$ cat config.mk
export PLATFORM = sky130hd
export DESIGN_NAME = nerl_entry
export DESIGN_NICKNAME = d
export VERILOG_FILES = /design/src/rtl/nerl_pkg.sv /design/src/rtl/nerl_entry.sv
export SDC_FILE = /design/constraint.sdc
export NUM_CORES = 1
export LEC_CHECK = 0
export BUFFER_PORTS_ARGS = -buffer_cell sky130_fd_sc_hd__buf_4
export CAP_MARGIN = 25
export CORE_MARGIN = 2
export CORE_UTILIZATION = 45
export DETAILED_ROUTE_END_ITERATION = 12
export GPL_TIMING_DRIVEN = 0
export PLACE_DENSITY_LB_ADDON = 0.15
export REMOVE_ABC_BUFFERS = 1
export SLEW_MARGIN = 20
export SYNTH_ARGS = -nofsm -noshare
export SYNTH_HDL_FRONTEND = slang
export SYNTH_SLANG_ARGS = --single-unit
$ cat constraint.sdc
create_clock -name clk_i -period 17.58 [get_ports clk_i]
set_input_delay 1.758 -clock clk_i [delete_from_list [all_inputs] [get_ports clk_i]]
set_output_delay 1.758 -clock clk_i [all_outputs]
set_load 0.05 [all_outputs]
$ cat src/rtl/nerl_pkg.sv
// Shared types and constants for the narrowest enclosing range lookup.
// Holds the command and status codes, the chain control struct and a width helper.
package nerl_pkg;

  localparam int MaxDefsDefault  = 256;
  localparam int LineBitsDefault = 20;
  localparam int ColBitsDefault  = 16;

  localparam int SpanLineWeight = 1000000;
  localparam int WeightBits     = 20;

  typedef enum logic [1:0] {
    CMD_CLEAR = 2'd0,
    CMD_LOAD  = 2'd1,
    CMD_QUERY = 2'd2
  } cmd_e;

  typedef enum logic [1:0] {
    ST_OK       = 2'd0,
    ST_REVERSED = 2'd1,
    ST_FULL     = 2'd2
  } status_e;

  typedef struct packed {
    logic valid;
    logic load;
    logic query;
  } tok_ctl_t;

  function automatic int span_bits(input int line_bits, input int col_bits);
    int w;
    w = line_bits + WeightBits;
    if (col_bits > w) begin
      w = col_bits;
    end
    return w + 1;
  endfunction

endpackage

$ cat src/rtl/nerl_entry.sv
// Entry stage of the lookup chain: decodes the command, keeps the definition
// count and forms the span of a loaded range. Depends on nerl_pkg.
module nerl_entry #(
  parameter int MAX_DEFS  = nerl_pkg::MaxDefsDefault,
  parameter int LINE_BITS = nerl_pkg::LineBitsDefault,
  parameter int COL_BITS  = nerl_pkg::ColBitsDefault,
  localparam int CNT_W    = $clog2(MAX_DEFS + 1),
  localparam int POS_W    = LINE_BITS + COL_BITS,
  localparam int SPAN_W   = nerl_pkg::span_bits(LINE_BITS, COL_BITS)
) (
  input  logic               clk_i,
  input  logic               rst_ni,
  input  logic               adv_i,
  input  logic               in_valid_i,
  input  logic [1:0]         cmd_i,
  input  logic [LINE_BITS-1:0] start_line_i,
  input  logic [COL_BITS-1:0]  start_col_i,
  input  logic [LINE_BITS-1:0] end_line_i,
  input  logic [COL_BITS-1:0]  end_col_i,
  output nerl_pkg::tok_ctl_t ctl_o,
  output logic [POS_W-1:0]   sp_o,
  output logic [POS_W-1:0]   ep_o,
  output logic [SPAN_W-1:0]  span_o,
  output logic [CNT_W-1:0]   cnt_o,
  output logic [1:0]         status_o
);
  import nerl_pkg::*;

  logic [POS_W-1:0]     sp;
  logic [POS_W-1:0]     ep;
  logic                 reversed;
  logic                 full;
  tok_ctl_t             ctl_d, ctl_q;
  status_e              status_d, status_q;
  logic [CNT_W-1:0]     cnt_d, cnt_q;
  logic [CNT_W-1:0]     tok_cnt_q;
  logic [POS_W-1:0]     sp_q, ep_q;
  logic [LINE_BITS-1:0] line_diff;

  assign sp       = {start_line_i, start_col_i};
  assign ep       = {end_line_i, end_col_i};
  assign reversed = ep < sp;
  assign full     = cnt_q == CNT_W'(MAX_DEFS);

  always_comb begin
    ctl_d       = '0;
    ctl_d.valid = in_valid_i;
    status_d    = ST_OK;
    cnt_d       = cnt_q;
    unique case (cmd_e'(cmd_i))
      CMD_CLEAR: begin
        cnt_d = '0;
      end
      CMD_LOAD: begin
        if (reversed) begin
          status_d = ST_REVERSED;
        end else if (full) begin
          status_d = ST_FULL;
        end else begin
          ctl_d.load = 1'b1;
          cnt_d      = cnt_q + CNT_W'(1);
        end
      end
      CMD_QUERY: begin
        if (reversed) begin
          status_d = ST_REVERSED;
        end else begin
          ctl_d.query = 1'b1;
        end
      end
      default: begin
      end
    endcase
  end

  always_ff @(posedge clk_i or negedge rst_ni) begin
    if (!rst_ni) begin
      ctl_q <= '0;
      cnt_q <= '0;
    end else if (adv_i) begin
      ctl_q <= ctl_d;
      if (in_valid_i) begin
        cnt_q <= cnt_d;
      end
    end
  end

  always_ff @(posedge clk_i) begin
    if (adv_i) begin
      sp_q      <= sp;
      ep_q      <= ep;
      tok_cnt_q <= cnt_q;
      status_q  <= status_d;
    end
  end

  assign line_diff = ep_q[POS_W-1 -: LINE_BITS] - sp_q[POS_W-1 -: LINE_BITS];
  assign span_o    = SPAN_W'(line_diff) * SPAN_W'(SpanLineWeight)
                   + SPAN_W'(ep_q[COL_BITS-1:0]) - SPAN_W'(sp_q[COL_BITS-1:0]);

  assign ctl_o    = ctl_q;
  assign sp_o     = sp_q;
  assign ep_o     = ep_q;
  assign cnt_o    = tok_cnt_q;
  assign status_o = status_q;

endmodule

==> results.toml <==
[setup_path]
required_time_at_the_worst_slack_endpoint_ns = 15.82
cpPeakStageDelay_ns = 0.75
criticalPathCategory = "flop to output port"
worst_setup_path_end_kind = "output port"
cpMaxStageDelayCell = "sky130_fd_sc_hd__xor2_1"
worst_ep_arrival_time_ns = 10.43
timing.critical_path.fanout_max = 10
start_kind = "flop"

[placed_design]
placement.cell_area_um2 = 13900
dp.final_hpwl_um = 21700
place_congestion = 0.859
io_buffers = 204

[grt]
pin_count_of_the_biggest_net_entering_global_routing = 63
first_global_vias = 9133
grt_ovf = 0
grt_first_pass_wirelength_um = 43000
grt_antenna_before_repair = 0
global_route.usage.total_pct = 18.3

[routing]
drc_errors = 0
drt_wl_total_um = 25300
vias_after_detailed_routing = 9059
drt_pass1_iterations = 5
detail_route.vias_per_cell = 5.03
detail-route-antenna-nets = 0
wl_per_cell_um = 14.0
first_iter_violations = 276

[sta]
timing.hold.ws_ns = 0.518
post-route-period-util_pct = 69.3
final-max-slew-violation-count = 0
max_slew.worst_pin.slew_ns = 0.940
post-route-min-period_ns = 12.19
grt_setup_unrepaired = "no"
setup_viol = 0
final.setup_skew_ns = 0.00426
fin_tns_setup_ns = 0
finalHoldViolCount = 0
maximum_achievable_frequency_mhz = 82.0
slew_headroom_pct = 37.1

[flow_run]
count_of_max_cap_constraint_violations = 0

[die]
fp.dieH_um = 167
die-area_um2 = 27900
die-width_um = 167
floorplan.initialDensity_pct = 45.9
rows = 59
ios = 205
core-area_um2 = 26100

[clocking]
tritoncts.num_buffers = 9
ctsHtreeMaxLevel = 3
cell_at_the_root_of_the_clock_tree = "sky130_fd_sc_hd__clkbuf_16"
cts_setup_buffers = 0
cts.path.max_buffers = 2
clkLatencyLatePin_ns = 0.34
cts.sink_count = 95
ctsResizeCount = 0
cts_clk_pin_slew_worst_paths_ns = 0.07
post_cts_hold_buffer_count = 0
tritoncts = "yes"

[logic_synthesis]
synth_async_sr_flop_share_pct = 12.6
yosysUniqueCellTypes = 68
post_synth_instance_area_um2 = 12000
synth-edff-count = 83
primary_flip_flop_cell_chosen_by_synthesis_mapping = "sky130_fd_sc_hd__edfxtp_1"
synthesis.instances = 1250
avgSynthCellArea_um2 = 9.58
yosysWarningCount = 0
synth.ff_latch_count = 95
ys_seq_area_share_pct = 23.3

[final_layout]
layout.cells.most_common_list = "sky130_fd_sc_hd__inv_1, sky130_fd_sc_hd__ha_1, sky130_fd_sc_hd__buf_4"
layout.filler_cells = 2416
layout.cells.most_common = "sky130_fd_sc_hd__inv_1"
nets = 1839
stdcell_area_um2 = 14200
antenna-diode-count = 0
multi_input_comb_area_um2 = 8160
layout-area-overhead-vs-synth_pct = 19.0
final-seq-area_um2 = 2790
drive_above_1_share_pct = 16.4

[worst_hold_path]
min_path_type = "flop to flop"

[outcome]
status = "completed"
==> cells in the mapped netlist, types with 4 or more instances <==
library cell	n	area share, %
sky130_fd_sc_hd__a211oi_1	7	0.44
sky130_fd_sc_hd__a21o_1	55	3.4
sky130_fd_sc_hd__a21oi_1	74	3.1
sky130_fd_sc_hd__a311o_1	4	0.33
sky130_fd_sc_hd__a31oi_1	5	0.26
sky130_fd_sc_hd__and2_1	10	0.52
sky130_fd_sc_hd__and3_1	9	0.47
sky130_fd_sc_hd__clkbuf_1	6	0.19
sky130_fd_sc_hd__dfrtp_1	12	2.5
sky130_fd_sc_hd__edfxtp_1	83	21
sky130_fd_sc_hd__fa_1	78	13
sky130_fd_sc_hd__ha_1	221	23
sky130_fd_sc_hd__inv_1	263	8.2
sky130_fd_sc_hd__nand2_1	45	1.4
sky130_fd_sc_hd__nand2b_1	11	0.57
sky130_fd_sc_hd__nand3_1	23	0.96
sky130_fd_sc_hd__nand4_1	15	0.78
sky130_fd_sc_hd__nor2_1	46	1.4
sky130_fd_sc_hd__nor2b_1	10	0.52
sky130_fd_sc_hd__nor3_1	13	0.54
sky130_fd_sc_hd__o2111ai_1	4	0.29
sky130_fd_sc_hd__o211ai_1	5	0.31
sky130_fd_sc_hd__o21a_1	14	0.88
sky130_fd_sc_hd__o21ai_0	49	2.0
sky130_fd_sc_hd__o21ai_1	4	0.17
sky130_fd_sc_hd__o21bai_1	7	0.44
sky130_fd_sc_hd__o31a_1	4	0.29
sky130_fd_sc_hd__o31ai_1	6	0.38
sky130_fd_sc_hd__or2_2	5	0.26
sky130_fd_sc_hd__or3_1	5	0.26
sky130_fd_sc_hd__or4_1	5	0.31
sky130_fd_sc_hd__xnor2_1	56	4.1
sky130_fd_sc_hd__xor2_1	48	3.5
==> metal layers <==
| metal | vias up | routed length [um] | track usage (%) |
|---|---|---|---|
| met3 | 18 | 1380 | 3.97 |
| met1 | 4162 | 11500 | 23.2 |
| met4 | 0 | 281 | 3.67 |
| met2 | 165 | 12100 | 32.3 |
| li1 | 4714 | - | - |
| met5 | - | 0 | 0 |
==> logic make-up (layout without fill, tap and decap cells) <==
family                   Yosys count  in the layout  share of synthesized area (%)
AO/OA/AOI/OAI                    270            270                           15.3
XOR/XNOR                         104            104                           7.61
adder cells (fa/ha/maj)          302            302                           36.4
buffers and inverters            270            487                           8.47
flip-flops                        95             95                           23.3
multiplexers                       2              2                          0.178
AND/OR/NAND/NOR                  207            207                           8.74
==> state kept, by name, summed over array words and instances (netlist names) <==
signal    flops
ep_o         36
sp_o         36
ctl_o         3
status_o      2
cnt_o         9
cnt_q         9
==> metrics by stage <==
step                worst slack, ns  instances  utilization, %
global placement               5.88       1782            53.3
floorplan                      5.98       1243               -
detailed placement             5.79       1784            53.4
global route                   4.70       1802            54.7
CTS                            5.40       1800            54.6
finish                         5.39       1802            54.7
==> cell type report <==
cell class / count / area share (%)
well taps: 335 / 2.94
multi-input cells: 885 / 57.3
clock inverters: 6 / 0.413
clock buffers: 10 / 1.76
flip-flops and latches: 95 / 19.6
inverters: 263 / 6.93
repair buffers: 208 / 11.1
==> worst paths after layout <==
path / slack (ns) / from / depth (start not counted) / endpoint
max reg2reg: 14.78 / cnt_q[0]$_DFFE_PN0P_ / 8 / cnt_q[4]$_DFFE_PN0P_
max in group asynchronous: 16.16 / rst_ni / 1 / cnt_q[6]$_DFFE_PN0P_
min: 0.52 / cnt_q[7]$_DFFE_PN0P_ / 0 / cnt_o[7]$_DFFE_PP_
min reg2reg: 0.52 / cnt_q[7]$_DFFE_PN0P_ / 0 / cnt_o[7]$_DFFE_PP_
max: 5.39 / sp_o[16]$_DFFE_PP_ / 40 / span_o[39]
min in group asynchronous: 1.25 / rst_ni / 1 / ctl_o[2]$_DFFE_PN0P_
==> worst max-delay path: cells and delay by family (launching register included) <==
kind | cells | cell delay, ns
AO/OA/AOI/OAI | 16 | 3.29
flip-flops | 1 | 0.43
buffers and inverters | 6 | 0.44
XOR/XNOR | 3 | 1.22
AND/OR/NAND/NOR | 6 | 0.96
adder cells (fa/ha/maj) | 9 | 3.73
Power is left out: the tool's default activity adds up to more than one toggle a clock period on the data nets, which glitch-free logic cannot reach.
