File: config.mk
export PLATFORM = sky130hd
export DESIGN_NAME = nerl_cell
export DESIGN_NICKNAME = d
export VERILOG_FILES = /design/src/rtl/nerl_pkg.sv /design/src/rtl/nerl_cell.sv
export SDC_FILE = /design/constraint.sdc
export NUM_CORES = 1
export LEC_CHECK = 0
export BUFFER_PORTS_ARGS = -buffer_cell sky130_fd_sc_hd__buf_2
export CORE_UTILIZATION = 30
export CTS_BUF_LIST = sky130_fd_sc_hd__clkbuf_8
export DETAILED_ROUTE_END_ITERATION = 8
export GPL_TIMING_DRIVEN = 0
export PLACE_DENSITY = 0.53
export SLEW_MARGIN = 20
export SYNTH_ARGS = -nofsm -noshare
export SYNTH_HDL_FRONTEND = slang
export SYNTH_SLANG_ARGS = --single-unit
File: constraint.sdc
create_clock -name clk_i -period 3.7 [get_ports clk_i]
set_input_delay 0.37 -clock clk_i [delete_from_list [all_inputs] [get_ports clk_i]]
set_output_delay 0.37 -clock clk_i [all_outputs]
set_load 0.03 [all_outputs]
File: src/rtl/nerl_pkg.sv
// Shared types and constants for the narrowest enclosing range lookup.
// Holds the command and status codes, the chain control struct and a width helper.
package nerl_pkg;

  localparam int MaxDefsDefault  = 256;
  localparam int LineBitsDefault = 20;
  localparam int ColBitsDefault  = 16;

  localparam int SpanLineWeight = 1000000;
  localparam int WeightBits     = 20;

  typedef enum logic [1:0] {
    CMD_CLEAR = 2'd0,
    CMD_LOAD  = 2'd1,
    CMD_QUERY = 2'd2
  } cmd_e;

  typedef enum logic [1:0] {
    ST_OK       = 2'd0,
    ST_REVERSED = 2'd1,
    ST_FULL     = 2'd2
  } status_e;

  typedef struct packed {
    logic valid;
    logic load;
    logic query;
  } tok_ctl_t;

  function automatic int span_bits(input int line_bits, input int col_bits);
    int w;
    w = line_bits + WeightBits;
    if (col_bits > w) begin
      w = col_bits;
    end
    return w + 1;
  endfunction

endpackage

File: src/rtl/nerl_cell.sv
// One cell of the lookup chain: holds one stored definition, writes it on a
// matching load beat and refines the best container of a passing query. Uses nerl_pkg.
module nerl_cell #(
  parameter int MAX_DEFS  = nerl_pkg::MaxDefsDefault,
  parameter int LINE_BITS = nerl_pkg::LineBitsDefault,
  parameter int COL_BITS  = nerl_pkg::ColBitsDefault,
  parameter int IDX       = 0,
  localparam int CNT_W    = $clog2(MAX_DEFS + 1),
  localparam int POS_W    = LINE_BITS + COL_BITS,
  localparam int SPAN_W   = nerl_pkg::span_bits(LINE_BITS, COL_BITS)
) (
  input  logic               clk_i,
  input  logic               rst_ni,
  input  logic               adv_i,
  input  nerl_pkg::tok_ctl_t ctl_i,
  input  logic [POS_W-1:0]   sp_i,
  input  logic [POS_W-1:0]   ep_i,
  input  logic [SPAN_W-1:0]  span_i,
  input  logic [CNT_W-1:0]   cnt_i,
  input  logic [CNT_W-1:0]   best_i,
  input  logic [SPAN_W-1:0]  best_span_i,
  input  logic [1:0]         status_i,
  output nerl_pkg::tok_ctl_t ctl_o,
  output logic [POS_W-1:0]   sp_o,
  output logic [POS_W-1:0]   ep_o,
  output logic [SPAN_W-1:0]  span_o,
  output logic [CNT_W-1:0]   cnt_o,
  output logic [CNT_W-1:0]   best_o,
  output logic [SPAN_W-1:0]  best_span_o,
  output logic [1:0]         status_o
);
  import nerl_pkg::*;

  localparam logic [CNT_W-1:0] MyIdx = CNT_W'(IDX);
  localparam logic [CNT_W-1:0] MyNum = CNT_W'(IDX + 1);

  tok_ctl_t          ctl_q;
  logic [POS_W-1:0]  def_start_q, def_end_q;
  logic [SPAN_W-1:0] def_span_q;
  logic [POS_W-1:0]  sp_q, ep_q;
  logic [SPAN_W-1:0] span_q;
  logic [CNT_W-1:0]  cnt_q;
  logic [CNT_W-1:0]  best_d, best_q;
  logic [SPAN_W-1:0] best_span_d, best_span_q;
  logic [1:0]        status_q;
  logic              wr_en;
  logic              hit;

  assign wr_en = adv_i && ctl_i.valid && ctl_i.load && (cnt_i == MyIdx);
  assign hit   = ctl_i.query && (MyIdx < cnt_i)
              && (def_start_q <= sp_i) && (def_end_q >= ep_i)
              && ((best_i == '0) || (def_span_q < best_span_i));

  always_comb begin
    best_d      = best_i;
    best_span_d = best_span_i;
    if (hit) begin
      best_d      = MyNum;
      best_span_d = def_span_q;
    end
  end

  always_ff @(posedge clk_i) begin
    if (wr_en) begin
      def_start_q <= sp_i;
      def_end_q   <= ep_i;
      def_span_q  <= span_i;
    end
  end

  always_ff @(posedge clk_i or negedge rst_ni) begin
    if (!rst_ni) begin
      ctl_q <= '0;
    end else if (adv_i) begin
      ctl_q <= ctl_i;
    end
  end

  always_ff @(posedge clk_i) begin
    if (adv_i) begin
      sp_q        <= sp_i;
      ep_q        <= ep_i;
      span_q      <= span_i;
      cnt_q       <= cnt_i;
      best_q      <= best_d;
      best_span_q <= best_span_d;
      status_q    <= status_i;
    end
  end

  assign ctl_o       = ctl_q;
  assign sp_o        = sp_q;
  assign ep_o        = ep_q;
  assign span_o      = span_q;
  assign cnt_o       = cnt_q;
  assign best_o      = best_q;
  assign best_span_o = best_span_q;
  assign status_o    = status_q;

endmodule

==> metrics, run 1 <==
status=complete, no violations; Syn Std Cell Area=12300 um2; Syn-to-layout area delta=41.4%; Setup crit start=sp_i[11]; half-perimeter wire length after placement=21600 um; synth top area cells=edfxtp_1 70%, ha_1 11%, mux2_4 4.9%, inv_1 3.5%, a21oi_1 1.7%; CTS tree=built; fin cells=1871; cell at the slowest stage of the critical path=or4_1; crit end category=register; worst-case clock skew=0.0257 ns; Yosys cell types=42; fillers=3658; Synth Flop Type=edfxtp_1; most frequent cell after synthesis=edfxtp_1; Most Frequent Cell on Critical Path=nand4_1; worst r2r path cells=9; Worst Hold Launch=best_i[8]; syn_nets=1048; Placed Instances=1650; Seq/Total Area, Yosys=70.5%; total global-route track usage=14.1%; drt total wl=30400 um; Vias/cell=4.30; leading area contributor after synthesis=edfxtp_1; Final setup viols=0; WL/cell=16.2 um; DRT antenna net count=0; Row Count=73; Hold Buf Count CTS=127; Pwr per Cell Area=476 nW/um2; clock slew at reported path FFs=0.07 ns; Port Buf Inserts=356; unrepaired setup endpoints after global routing=false; H-tree depth=2; Syn. warnings=0; worst-case vdd ir drop=0.335 mV; via count=8051; Initial DRC Count=287; worst slack, placed=0.257 ns; Max-slew headroom=50.2%; crit path cell chain=dlygate4sd3_1 > buf_2 > inv_1 > ha_1 > nand4_1 > or4_1 > a211o_1 > nand4_1 > a21oi_1 > o221ai_4 > buf_6 > mux2_4; initial core utilization=30.8%; layout cells sized above 1=37.8%; top cell type's share of synthesized area=69.9%; P_leak=7.71 nW; CTS Sinks=290; hold crit path type=in2reg; Reg2Reg Setup Slack=0.50 ns; worst reg2reg endpoint=best_span_o[4]; Worst setup endpoint=best_span_o[4]; CP Data Required Time=4.03 ns; core area=40100 um2; Tmin final=3.30 ns; CTS Buffer Depth=3; post-cts resize count=0; Ports=357; Worst Tran Pin Value=0.740 ns; max-slew violation count=0; antenna violations before repair=2; Hold Fails Final Rpt=0; Setup WS post-layout=0.403 ns; final global-route overflow total=0; gpl congestion=0.748; CP Launch Type=input port; chip height=205 um; Layout Nets=1596; Tot Pwr=0.00830 W; worst path bufs/invs=4; critical path class=in2reg; first-pass GRT wire length=44800 um; mean area per synthesized cell=16.3 um2; Largest delay share family, worst path=buffers and inverters; Commonest cells post-synth=287 x edfxtp_1, 116 x inv_1, 112 x ha_1; CP max FO=10; Max-Cap Viols=0; number of flops mapped to enable cells by yosys=287; FF/Latch Area=8690 um2; vias in the first global route=8172; crit share post-route=89.1%; total setup buffers inserted after CTS=0; CP max stage delay=0.61 ns; clock latency on the worst-skew pair=0.60 ns; CTS root buffer=clkbuf_8; die extent in x=205 um; DRT Pass-1 Iters=4; Num CTS Buffers=50; RR Startpoint=def_start_q[11]; largest net degree at the start of global routing=92; FMAX=303 MHz; die footprint=41900 um2; CP arrival=3.63 ns; Residual DRC=0; Post-Synthesis Cells=756; async set-reset flop share out of synthesis=1.03%; synthesized flop and latch total=290; Multi-input gate area=3170 um2; Crit path depth=12
## cell type report
type                       instances  share of cell area (%)
sequential                       290                    49.8
timing repair buffer             496                    18.5
multi-input combinational        345                    18.2
clock buffer                      55                    4.34
tap                              525                    3.77
clock inverter                    38                    2.62
inverter                         116                    2.50
buffer                             5                   0.301
antenna                            1                  0.0143
## cells in the final DEF, fill, tap and decap left out, types with 2 or more instances in the layout
cell type / instances
and2_1: 8
nor3_1: 6
buf_2: 355
o211ai_1: 2
nor2_1: 9
a21oi_1: 41
a21o_1: 10
nand2b_1: 3
buf_4: 4
clkinv_1: 3
o21ai_0: 16
nor3b_1: 2
a211oi_1: 4
o21ai_1: 3
dlygate4sd3_1: 127
a22oi_1: 3
or4_4: 2
nand3_1: 9
edfxtp_1: 287
mux2_2: 3
nand4_1: 21
a221oi_1: 3
inv_1: 122
o31ai_1: 2
nand2_1: 24
clkbuf_8: 55
a31oi_1: 2
buf_8: 2
bufinv_16: 11
buf_6: 12
a211o_1: 2
mux2_4: 40
nor4_1: 4
dfrtp_1: 3
ha_1: 112
clkinv_2: 17
## how the worst min path moves through the flow
| stage | depth (start not counted) | endpoint | slack (ns) |
|---|---|---|---|
| after global routing | 2 | best_o[8] | 0.02 |
| after detailed placement | 1 | ctl_o[1] | 0.17 |
| after global placement | 1 | ctl_o[1] | 0.17 |
| after floorplan | 0 | ctl_o[0] | 0.07 |
| after CTS | 2 | best_o[8] | 0.0002 |
| final | 2 | best_o[8] | 0.07 |
## flip-flops by register name, summed over array words and instances, names as in the netlist
signal,cells
ep_o,36
ctl_o,3
cnt_o,9
best_span_o,41
span_o,41
def_end_q,36
sp_o,36
def_start_q,36
def_span_q,41
status_o,2
best_o,9
## routing by layer
layer	vias to the layer above	wire length (um)	global-route usage (%)	part of all wire (%)
li1	3952	-	-	-
met1	3776	12900	17.0	43
met2	257	14500	23.2	48
met3	64	1930	3.95	6.4
met4	2	982	6.80	3.2
met5	-	10	0	0.033
## power breakdown
group / internal [W] / total, W / switching, W
logic: 0.000370 / 0.000966 / 0.000596
registers: 0.00378 / 0.00382 / 0.0000363
clock network: 0.00215 / 0.00351 / 0.00136
## through the flow
step	setup TNS, ns	instance area (um2)	util, %	hold WS [ns]
detailed placement	0	15000	37.3	0.169
global placement	-802.00	14800	36.9	0.167
floorplan	-139.94	12400	-	0.0744
global route	0	17400	43.5	0.0186
CTS	0	17400	43.5	0.000200
finish	0	17400	43.5	0.0695
## cell families after synthesis
group | count (synthesis) | synth area share, %
AO/OA/AOI/OAI | 93 | 4.70
adder cells (fa/ha/maj) | 112 | 11.4
buffers and inverters | 121 | 3.96
flip-flops | 290 | 70.5
multiplexers | 44 | 5.24
AND/OR/NAND/NOR | 96 | 4.25
No activity file was read; power rests on OpenSTA's default activity.
==> run 2: changes to the inputs <==
--- a/config.mk
+++ b/config.mk
@@ -6,6 +6,7 @@
 export NUM_CORES = 1
 export LEC_CHECK = 0
 export BUFFER_PORTS_ARGS = -buffer_cell sky130_fd_sc_hd__buf_2
+export CORE_MARGIN = 3
 export CORE_UTILIZATION = 30
 export CTS_BUF_LIST = sky130_fd_sc_hd__clkbuf_8
 export DETAILED_ROUTE_END_ITERATION = 8
==> run 2 against run 1 <==
Cell count grew 0.16%. Combinational power grew 0.5%. Clock power shrank 8.5%. Largest power group unchanged. Highest routed layer unchanged. Critical endpoint is now best_span_o[14]. Maximum frequency grew 2.5%. Critical path type unchanged. Non-clock buffer count grew 4. Routed wire length grew 1.3%. Sequential cell count is the same. Sequential power is essentially flat.
==> metrics, run 2 (same netlist as run 1, synthesis figures left out) <==
DRT Pass-1 Iters=4; max-slew violation count=0; Syn-to-layout area delta=40.7%; core area=40200 um2; Placed Instances=1650; antenna violations before repair=4; CP max FO=10; critical path class=in2reg; crit path cell chain=dlygate4sd3_1 > buf_2 > inv_1 > ha_1 > nand4_1 > or4_4 > a211o_1 > nand4_1 > a21oi_1 > o221ai_4 > buf_6 > mux2_4; P_leak=7.65 nW; Row Count=73; FMAX=311 MHz; worst r2r path cells=9; cell at the slowest stage of the critical path=or4_4; die footprint=43600 um2; worst-case vdd ir drop=0.258 mV; via count=8062; CP max stage delay=0.59 ns; post-cts resize count=0; die extent in x=209 um; total global-route track usage=13.9%; CP arrival=3.55 ns; Placement Cell Area=14900 um2; Max-slew headroom=53.8%; RR Startpoint=def_start_q[27]; Port Buf Inserts=356; CTS Sinks=290; CP Data Required Time=4.04 ns; drt total wl=30800 um; chip height=209 um; H-tree depth=2; crit share post-route=86.9%; leading cell types in the layout, fill and taps excluded=355 x buf_2, 287 x edfxtp_1, 131 x dlygate4sd3_1; worst reg2reg endpoint=best_span_o[14]; CTS root buffer=clkbuf_8; Layout Nets=1601; gpl congestion=0.742; first-pass GRT wire length=47300 um; half-perimeter wire length after placement=22200 um; Hold Fails Final Rpt=0; Worst Hold Launch=best_i[7]; worst-case clock skew=0.0179 ns; Final setup viols=0; CP Launch Type=input port; Num CTS Buffers=51; CTS Buffer Depth=3; Pwr per Cell Area=461 nW/um2; fin cells=1874; Final Cell Area=17400 um2; Most Frequent Cell on Critical Path=nand4_1; largest net degree at the start of global routing=95; status=complete, no violations; unrepaired setup endpoints after global routing=false; final global-route overflow total=0; Worst Tran Pin Value=0.686 ns; crit end category=register; Residual DRC=0; CTS tree=built; most common cell after layout, fill and taps aside=buf_2; Final TNS setup=0 ns; WL/cell=16.4 um; worst hold endpoint=best_o[7]; Vias/cell=4.30; Ports=357; vias in the first global route=8593; Initial DRC Count=248; DRT antenna net count=0; Reg2Reg Setup Slack=0.58 ns; clock slew at reported path FFs=0.06 ns; Tmin final=3.22 ns; Hold Crit Depth=2; Max-Cap Viols=0; hold crit path type=in2reg; clock latency on the worst-skew pair=0.60 ns; layout cells sized above 1=37.0%; initial core utilization=30.7%
[run 2: stage by stage]
stage	hold slack [ns]	util, %	power, W	setup slack (ns)
detailed placement	0.168	37.2	0.00476	0.315
global placement	0.166	36.8	0.00475	-6.88
global route	0.0301	43.2	0.00835	0.267
finish	0.0794	43.2	0.00799	0.484
CTS	0.00303	43.2	0.00815	0.422
floorplan	0.0744	-	0.00438	-1.24
[run 2: timing repair]
action | CTS | global route
setup buffers | 0 | 0
endpoints found under the setup margin | 0 | 0
hold endpoints to repair | 246 | 0
hold buffers | 131 | 0
[run 2: worst max-delay path by stage]
stage	from	cells after the start	slack (ns)	to
3_5_place_dp	best_span_i[5]	11	0.32	best_span_o[39]
5_1_grt	sp_i[31]	12	0.27	best_span_o[39]
3_3_place_gp	adv_i	3	-6.88	def_span_q[13]
4_1_cts	def_span_q[5]	9	0.42	best_span_o[39]
2_1_floorplan	cnt_i[2]	2	-1.24	def_end_q[0]
6_report	sp_i[25]	12	0.48	best_span_o[14]
[run 2: layout make-up]
type | instances | area (um2)
fill | 3716 | 22800
sequential | 290 | 8690
timing repair buffer | 500 | 3250
multi-input combinational | 345 | 3170
clock buffer | 53 | 729
tap | 525 | 657
inverter | 116 | 435
clock inverter | 38 | 358
buffer | 5 | 52.6
antenna | 2 | 5.00
[run 2: report_power, final]
group	internal [W]	switching, W	leakage, nW
clock network	0.00183	0.00138	0.572
logic	0.000373	0.000598	4.32
registers	0.00378	0.0000352	2.75
[run 2: metal layers]
layer  routed length (um)  part of all wire (%)  global-route usage, %
met5                   21                 0.068                      0
met4                  868                   2.8                   5.45
met3                 2450                   8.0                   5.00
met2                14800                    48                   22.9
met1                12600                    41                   16.5
[run 2: worst max-delay path: cells and delay by family]
| family | cells | cell delay [ns] |
|---|---|---|
| adder cells (fa/ha/maj) | 1 | 0.29 |
| multiplexers | 1 | 0.31 |
| AO/OA/AOI/OAI | 3 | 0.77 |
| buffers and inverters | 4 | 0.98 |
| AND/OR/NAND/NOR | 3 | 0.82 |
